## config.mk

```make
export PLATFORM = sky130hd
export DESIGN_NAME = accumulator_requant_packer_crc
export DESIGN_NICKNAME = d
export VERILOG_FILES = /design/src/design/arpc_pkg.sv /design/src/design/arpc_front.sv /design/src/design/arpc_queue.sv /design/src/design/arpc_back.sv /design/src/design/accumulator_requant_packer_crc.sv
export SDC_FILE = /design/constraint.sdc
export NUM_CORES = 1
export LEC_CHECK = 0
export ABC_AREA = 1
export ABC_CLOCK_PERIOD_IN_PS = 5000
export BUFFER_PORTS_ARGS = -buffer_cell sky130_fd_sc_hd__buf_2
export CAP_MARGIN = 25
export CORE_UTILIZATION = 60
export CTS_CLUSTER_SIZE = 30
export DETAILED_ROUTE_END_ITERATION = 6
export GPL_TIMING_DRIVEN = 0
export PLACE_DENSITY_LB_ADDON = 0.2
export SYNTH_ARGS = -nofsm -noshare
export SYNTH_HDL_FRONTEND = slang
export SYNTH_SLANG_ARGS = --single-unit
```

## constraint.sdc

```tcl
create_clock -name clk_i -period 5 [get_ports clk_i]
set_input_delay 0.5 -clock clk_i [delete_from_list [all_inputs] [get_ports clk_i]]
set_output_delay 0.5 -clock clk_i [all_outputs]
set_load 0.005 [all_outputs]
```

## src/design/arpc_pkg.sv

```systemverilog
package arpc_pkg;

  // Reflected CRC-32 polynomial.
  localparam logic [31:0] CRC_POLY = 32'hEDB88320;

  // Alignment of a band in bytes, the default of the top-level parameter.
  localparam int unsigned ALIGN_BYTES_DEFAULT = 16;

  // Width of a per-item byte count: four data bytes plus up to 63 padding bytes.
  localparam int unsigned CNT_W = 7;

  // Depth of the queue between the front and the back.
  localparam int unsigned QUEUE_DEPTH = 2;
  localparam int unsigned QPTR_W = $clog2(QUEUE_DEPTH);

  // Configuration register indexes.
  typedef enum logic {
    REG_DROP = 1'b0,
    REG_SEED = 1'b1
  } reg_idx_e;

  // One input request.
  typedef struct packed {
    logic signed [31:0] acc_value;
    logic               final_item;
  } in_item_t;

  // One result byte.
  typedef struct packed {
    logic [7:0]  packed_byte;
    logic        band_end;
    logic [31:0] crc_out;
  } out_item_t;

  // A classified accumulator, ready to be serialized into bytes.
  typedef struct packed {
    logic [31:0]      value;
    logic [2:0]       nb;
    logic [CNT_W-1:0] total;
    logic             last;
    logic [31:0]      crc;
  } job_t;

  // One byte step of the reflected CRC, in the inverted domain.
  function automatic logic [31:0] crc_byte(input logic [31:0] c_in, input logic [7:0] b);
    logic [31:0] c;
    c = c_in ^ {24'b0, b};
    for (int k = 0; k < 8; k++) begin
      c = (c >> 1) ^ (c[0] ? CRC_POLY : 32'b0);
    end
    return c;
  endfunction

  // Number of bytes that hold a value shifted right by drop bits:
  // ceil((32 - drop) / 8), which is four minus the whole bytes dropped.
  function automatic logic [2:0] bytes_each(input logic [4:0] drop);
    return 3'd4 - {1'b0, drop[4:3]};
  endfunction

endpackage

```

## src/design/arpc_front.sv

```systemverilog
module arpc_front #(
  parameter int unsigned ALIGN_BYTES = arpc_pkg::ALIGN_BYTES_DEFAULT
) (
  input  logic               clk_i,
  input  logic               rst_ni,
  input  logic               push_i,
  output logic               full_o,
  input  arpc_pkg::in_item_t in_item_i,
  input  logic [4:0]         drop_i,
  input  logic [31:0]        seed_i,
  output logic               job_valid_o,
  input  logic               job_full_i,
  output arpc_pkg::job_t     job_o
);

  localparam int unsigned PW = (ALIGN_BYTES > 1) ? $clog2(ALIGN_BYTES) : 1;
  localparam int unsigned SW = $clog2(ALIGN_BYTES + 4);
  localparam logic [SW-1:0] ALIGN_S = SW'(ALIGN_BYTES);

  logic                         busy_q, busy_d;
  logic [1:0]                   step_q, step_d;
  logic                         band_open_q, band_open_d;
  logic [PW-1:0]                phase_q, phase_d;
  logic [31:0]                  c_q, c_d;
  logic [31:0]                  word_q, value_q;
  logic [2:0]                   nb_q;
  logic [arpc_pkg::CNT_W-1:0]   total_q;
  logic                         last_q;

  logic        accept, advance, push_job;
  logic [31:0] crc_next, start_c;
  logic [31:0] v_new, back_new;
  logic [2:0]  nb_new;
  logic [SW-1:0] used, pad;

  // One CRC byte per cycle over the reconstructed word while the queue has room.
  assign crc_next = arpc_pkg::crc_byte(c_q, 8'(word_q >> {step_q, 3'b000}));
  assign push_job = busy_q && (step_q == 2'd3) && !job_full_i;
  assign advance  = busy_q && ((step_q != 2'd3) || push_job);
  assign full_o   = busy_q && !push_job;
  assign accept   = push_i && !full_o;

  // Classify the incoming accumulator: shift, byte count and padding.
  always_comb begin
    v_new    = 32'($signed(in_item_i.acc_value) >>> drop_i);
    back_new = v_new << drop_i;
    nb_new   = arpc_pkg::bytes_each(drop_i);
    used     = SW'(phase_q) + SW'(nb_new);
    for (int i = 0; i < 4; i++) begin
      if (used >= ALIGN_S) begin
        used = used - ALIGN_S;
      end
    end
    pad = '0;
    if (in_item_i.final_item && (used != '0)) begin
      pad = ALIGN_S - used;
    end
  end

  // A running band continues from the CRC of the previous item, else from the seed.
  always_comb begin
    if (band_open_q) begin
      start_c = push_job ? crc_next : c_q;
    end else begin
      start_c = ~seed_i;
    end
  end

  // Sequencing of the CRC unit and the band state.
  always_comb begin
    busy_d      = busy_q;
    step_d      = step_q;
    c_d         = c_q;
    band_open_d = band_open_q;
    phase_d     = phase_q;
    if (advance) begin
      c_d = crc_next;
      if (step_q == 2'd3) begin
        busy_d = 1'b0;
      end else begin
        step_d = step_q + 2'd1;
      end
    end
    if (accept) begin
      busy_d      = 1'b1;
      step_d      = 2'd0;
      c_d         = start_c;
      band_open_d = !in_item_i.final_item;
      phase_d     = in_item_i.final_item ? '0 : PW'(used);
    end
  end

  always_ff @(posedge clk_i or negedge rst_ni) begin
    if (!rst_ni) begin
      busy_q      <= 1'b0;
      step_q      <= 2'd0;
      band_open_q <= 1'b0;
      phase_q     <= '0;
    end else begin
      busy_q      <= busy_d;
      step_q      <= step_d;
      band_open_q <= band_open_d;
      phase_q     <= phase_d;
    end
  end

  // Running CRC and the payload of the item in flight.
  always_ff @(posedge clk_i) begin
    c_q <= c_d;
    if (accept) begin
      word_q  <= back_new;
      value_q <= v_new;
      nb_q    <= nb_new;
      total_q <= arpc_pkg::CNT_W'(nb_new) + arpc_pkg::CNT_W'(pad);
      last_q  <= in_item_i.final_item;
    end
  end

  assign job_valid_o = push_job;
  assign job_o.value = value_q;
  assign job_o.nb    = nb_q;
  assign job_o.total = total_q;
  assign job_o.last  = last_q;
  assign job_o.crc   = ~crc_next;

endmodule

```

## src/design/arpc_queue.sv

```systemverilog
module arpc_queue (
  input  logic           clk_i,
  input  logic           rst_ni,
  input  logic           wr_i,
  input  arpc_pkg::job_t wr_data_i,
  output logic           full_o,
  input  logic           rd_i,
  output logic           empty_o,
  output arpc_pkg::job_t rd_data_o
);

  localparam logic [arpc_pkg::QPTR_W:0] DEPTH_C = (arpc_pkg::QPTR_W + 1)'(arpc_pkg::QUEUE_DEPTH);

  arpc_pkg::job_t                mem_q [arpc_pkg::QUEUE_DEPTH];
  logic [arpc_pkg::QPTR_W-1:0]   wr_ptr_q, rd_ptr_q;
  logic [arpc_pkg::QPTR_W:0]     count_q;
  logic                          do_wr, do_rd;

  assign full_o    = (count_q == DEPTH_C);
  assign empty_o   = (count_q == '0);
  assign do_wr     = wr_i && !full_o;
  assign do_rd     = rd_i && !empty_o;
  assign rd_data_o = mem_q[rd_ptr_q];

  // Pointers and fill count.
  always_ff @(posedge clk_i or negedge rst_ni) begin
    if (!rst_ni) begin
      wr_ptr_q <= '0;
      rd_ptr_q <= '0;
      count_q  <= '0;
    end else begin
      if (do_wr) begin
        wr_ptr_q <= wr_ptr_q + 1'b1;
      end
      if (do_rd) begin
        rd_ptr_q <= rd_ptr_q + 1'b1;
      end
      if (do_wr && !do_rd) begin
        count_q <= count_q + 1'b1;
      end else if (do_rd && !do_wr) begin
        count_q <= count_q - 1'b1;
      end
    end
  end

  // Entry storage.
  always_ff @(posedge clk_i) begin
    if (do_wr) begin
      mem_q[wr_ptr_q] <= wr_data_i;
    end
  end

endmodule

```

## src/design/arpc_back.sv

```systemverilog
module arpc_back (
  input  logic                clk_i,
  input  logic                rst_ni,
  input  logic                job_empty_i,
  input  arpc_pkg::job_t      job_i,
  output logic                job_pop_o,
  output logic                empty_o,
  input  logic                pop_i,
  output arpc_pkg::out_item_t out_item_o
);

  logic                       out_valid_q;
  arpc_pkg::out_item_t        out_q;
  logic [arpc_pkg::CNT_W-1:0] cnt_q;
  logic                       load, last_byte, is_data;
  logic [arpc_pkg::CNT_W-1:0] cnt_inc;

  // The output register takes a new byte when it is free or being drained.
  assign load      = !job_empty_i && (!out_valid_q || pop_i);
  assign cnt_inc   = cnt_q + 1'b1;
  assign last_byte = (cnt_inc == job_i.total);
  assign is_data   = (cnt_q < arpc_pkg::CNT_W'(job_i.nb));
  assign job_pop_o = load && last_byte;

  always_ff @(posedge clk_i or negedge rst_ni) begin
    if (!rst_ni) begin
      out_valid_q <= 1'b0;
      cnt_q       <= '0;
    end else begin
      if (load) begin
        out_valid_q <= 1'b1;
        cnt_q       <= last_byte ? '0 : cnt_inc;
      end else if (pop_i) begin
        out_valid_q <= 1'b0;
      end
    end
  end

  // Data bytes go little-endian, then zero padding.
  always_ff @(posedge clk_i) begin
    if (load) begin
      out_q.packed_byte <= is_data ? 8'(job_i.value >> {cnt_q[1:0], 3'b000}) : 8'd0;
      out_q.band_end    <= job_i.last && last_byte;
      out_q.crc_out     <= job_i.crc;
    end
  end

  assign empty_o    = !out_valid_q;
  assign out_item_o = out_q;

endmodule

```

## src/design/accumulator_requant_packer_crc.sv

```systemverilog
// Accumulator requantizer and byte packer with a running CRC-32.
//
// Input side: a queue-style port. An accumulator request is taken when push is
// high and full is low. Each value is shifted arithmetically right by the
// drop_bits register and sent as one to four little-endian bytes; the last
// accumulator of a band pads the byte stream with zeros to ALIGN_BYTES.
// Output side: one byte per request on out_data_o while empty is low, taken
// with pop. Every byte carries the CRC after its accumulator; band_end marks
// the final byte of a band, whose CRC is the band's final value.
// Configuration: APB at byte addresses 0 (drop_bits) and 4 (crc_seed), to be
// written by the user only while the block is idle; the block does not
// enforce this. pready is always high. The CRC unit folds one byte per cycle
// while the queue has room, and an accepted accumulator passes through it,
// the queue and the output register. A two-entry queue lets the input keep
// running while the output stalls; full is high while the CRC unit folds an
// item and drops in its last cycle unless the queue is full. Reset clears
// the band state: the next accumulator starts from crc_seed and the band's
// byte count is zero. Both registers reset to zero.
module accumulator_requant_packer_crc #(
  parameter int unsigned ALIGN_BYTES = arpc_pkg::ALIGN_BYTES_DEFAULT
) (
  input  logic                clk_i,
  input  logic                rst_ni,
  input  logic                psel,
  input  logic                penable,
  input  logic                pwrite,
  input  logic [2:0]          paddr,
  input  logic [31:0]         pwdata,
  output logic [31:0]         prdata,
  output logic                pready,
  input  logic                push,
  output logic                full,
  input  arpc_pkg::in_item_t  in_data_i,
  output logic                empty,
  input  logic                pop,
  output arpc_pkg::out_item_t out_data_o
);

  logic [4:0]        drop_q;
  logic [31:0]       seed_q;
  logic              cfg_wr;
  arpc_pkg::reg_idx_e reg_idx;

  logic              job_valid, job_full, job_empty, job_pop;
  arpc_pkg::job_t    job_in, job_head;

  // Configuration registers.
  assign pready  = 1'b1;
  assign cfg_wr  = psel && penable && pwrite && pready;
  assign reg_idx = arpc_pkg::reg_idx_e'(paddr[2]);

  always_ff @(posedge clk_i or negedge rst_ni) begin
    if (!rst_ni) begin
      drop_q <= 5'd0;
      seed_q <= 32'd0;
    end else if (cfg_wr) begin
      unique case (reg_idx)
        arpc_pkg::REG_DROP: drop_q <= pwdata[4:0];
        arpc_pkg::REG_SEED: seed_q <= pwdata;
        default: ;
      endcase
    end
  end

  // Register read-back.
  always_comb begin
    unique case (reg_idx)
      arpc_pkg::REG_DROP: prdata = {27'd0, drop_q};
      arpc_pkg::REG_SEED: prdata = seed_q;
      default:            prdata = 32'd0;
    endcase
  end

  arpc_front #(
    .ALIGN_BYTES(ALIGN_BYTES)
  ) u_front (
    .clk_i      (clk_i),
    .rst_ni     (rst_ni),
    .push_i     (push),
    .full_o     (full),
    .in_item_i  (in_data_i),
    .drop_i     (drop_q),
    .seed_i     (seed_q),
    .job_valid_o(job_valid),
    .job_full_i (job_full),
    .job_o      (job_in)
  );

  arpc_queue u_queue (
    .clk_i    (clk_i),
    .rst_ni   (rst_ni),
    .wr_i     (job_valid),
    .wr_data_i(job_in),
    .full_o   (job_full),
    .rd_i     (job_pop),
    .empty_o  (job_empty),
    .rd_data_o(job_head)
  );

  arpc_back u_back (
    .clk_i      (clk_i),
    .rst_ni     (rst_ni),
    .job_empty_i(job_empty),
    .job_i      (job_head),
    .job_pop_o  (job_pop),
    .empty_o    (empty),
    .pop_i      (pop),
    .out_item_o (out_data_o)
  );

endmodule
```

==> metrics <==
failing checks=DRC; post-synthesis cell area=around 18000 um2; Synth Warn #=0; Worst setup SP type=flop; Hold WC Path Type=input port to flop; asr flop ratio synth=about 16%; chip height=176 um; Routability Congestion=a little under 1; vias in the first global route=~14000; setup TNS=0 ns; P&R area growth vs syn=14.5%; First DRT Iteration DRCs=~1800; number of synthesized flops with an enable pin=295; chip width=~180 um; IO Count=about 150; Antenna Nets Post-Route=0; max_cap viols=0; sequential share of the synthesized area=a little under three fifths; antenna violations before repair=2; commonest non-fill, non-tap cell in the layout=nand2_1; CP Capture Type=flop; Worst Tran Pin Value=~0.83 ns; post-synth cell types=50; layout cells sized above 1=between 10% and 20%; DP HPWL=between 30000 and 40000 um; Final Hold Fails=0; Primary FF master, synth=edfxtp_1; post-route cell area=roughly 21000 um2; H-tree levels=2; Initial Utilization=61.3%; Layout Utilization=between 70% and 80%; critical path class=flop to flop; nets@finish=2148; drt total wl=51200 um; Avg Inst Size Synth=around 10 um2; fin crit period=4.82 ns; grt ovf=0; Via-to-Cell Ratio=5.97; post-CTS setup buffers=0; most frequent cells in the layout=nand2_1, nand3_1, edfxtp_1, buf_2, inv_1; later-pin clock latency in the skew report=between 0.5 and 0.6 ns; CTS sink count=352; Post-route DRC=1; Max clock buf depth=3; status=finished with violations; row count=63; cells after synthesis=1861; CTS Buf Count=36; Pins Over Slew Limit=0; detailed-route via count=roughly 15000; placed inst area=19700 um2; first-pass GRT wire length=around 78000 um; crit path max fanout=10; period utilisation layout=a little over nine tenths; Reg clk slew, reported paths=roughly 0.060 ns; WL/cell=20.7 um; maximum clock frequency=0.207 GHz; Final setup viols=0; Final Skew=between 0.01 and 0.015 ns; Port Buffers=between 100 and 150; RSZ-0062 raised after global routing=no; Synth Register Bits=approximately 350; TritonCTS clock tree=built; GRT Resource Usage Total=33.6%; die area=31100 um2; Pre-antenna DRT Iters=7; Arrival @ worst endpoint=between 5 and 6 ns; largest net degree at the start of global routing=50; Max-slew headroom=44.3%; CORE AREA=approximately 30000 um2; Critical Path RT=5.27 ns; root buf cell=clkbuf_16
==> flip-flops by register name (all words and copies together), names as in the netlist, 2 cells and up <==
register,cells
u_queue.mem_q,148
u_back.out_item_o,41
seed_q,32
u_front.c_q,32
u_front.value_q,32
u_front.word_q,32
u_back.cnt_q,7
u_front.total_q,6
drop_q,5
u_front.phase_q,4
u_front.nb_q,3
u_front.step_q,2
u_queue.count_q,2
==> path summary, 6_finish.rpt <==
kind                       cells past startpoint  slack [ns]          startpoint              endpoint
max                                           18        0.18           drop_q[3]    u_front.total_q[4]
min                                            2        0.20                 pop    u_back.out_valid_q
max reg2reg                                   18        0.18           drop_q[3]    u_front.total_q[4]
min reg2reg                                    0        0.44  u_front.value_q[9]  u_queue.mem_q[1][51]
max in group asynchronous                      3        3.91              rst_ni             drop_q[0]
min in group asynchronous                      2        0.46              rst_ni      u_queue.rd_ptr_q
==> Yosys cell counts (23+ instances only) <==
cell,instances,area share (%)
o21ai_0,46,1.3
clkbuf_1,55,1.1
dfrtp_1,57,7.8
inv_1,74,1.5
buf_1,29,0.60
nand3_1,408,11
nand2_1,529,11
mux2i_1,30,1.6
nor2_1,76,1.6
edfxtp_1,295,49
mux2_2,27,1.7
xor2_1,52,2.5
xnor2_1,23,1.1
==> cell type report <==
cell class                      count  area [um2]
Antenna cell                        1        2.50
Buffer                            107         485
Clock buffer                       53         985
Clock inverter                     10         130
Fill cell                        2199        8870
Inverter                           83         323
Multi-Input combinational cell   1320        7150
Sequential cell                   352       10300
Tap cell                          390         488
Timing Repair Buffer              158         998
==> what timing repair did <==
| item | 4_1_cts | 5_1_grt |
|---|---|---|
| endpoints found under the hold margin | 19 | 0 |
| gates resized for setup | 0 | 6 |
| setup endpoints to repair | 0 | 5 |
| hold buffers | 1 | 0 |
==> metal layers <==
layer  up-vias  part of all wire [%]  global-route usage (%)
met5         -                 0.037                       0
met4         2                   2.4                    9.96
met3        96                    11                    7.43
met2       808                    45                    51.4
met1      7048                    42                    48.2
li1       6810                     -                       -
==> kinds of logic (layout without fill, tap and decap cells) <==
group                    count (synthesis)  in the layout  synth area share, %
AO/OA/AOI/OAI                           89             89                 2.92
adder cells (fa/ha/maj)                 15             15                 1.11
XOR/XNOR                                93             93                 6.02
flip-flops                             352            352                 56.5
other                                    1              3               0.0206
AND/OR/NAND/NOR                       1064           1064                 25.7
multiplexers                            57             57                 3.32
buffers and inverters                  190            411                 4.42
==> worst max-delay path: stages, from the launching register on <==
cell	delay [ns]
dfrtp_1	0.42
clkbuf_1	0.37
inv_1	0.15
clkbuf_1	0.31
clkbuf_2	0.32
ha_1	0.42
inv_1	0.11
fa_1	0.54
ha_1	0.26
nand2_1	0.08
nor2_1	0.06
ha_1	0.25
nor2_2	0.23
nand3_1	0.16
fa_1	0.47
inv_1	0.09
a21oi_1	0.07
nor2_1	0.15
xor2_1	0.09
==> per-stage QoR <==
stage | worst slack [ns] | std cells | hold slack, ns
global route | 0.0491 | 2473 | 0.190
finish | 0.179 | 2474 | 0.199
global placement | -1.17 | 2399 | 0.424
CTS | 0.00435 | 2473 | 0.184
detailed placement | 0.118 | 2409 | 0.431
floorplan | 0.443 | 1862 | 0.204
Power is not shown: default switching activity piles up to over one toggle a cycle in this logic, so the estimate is an artifact.
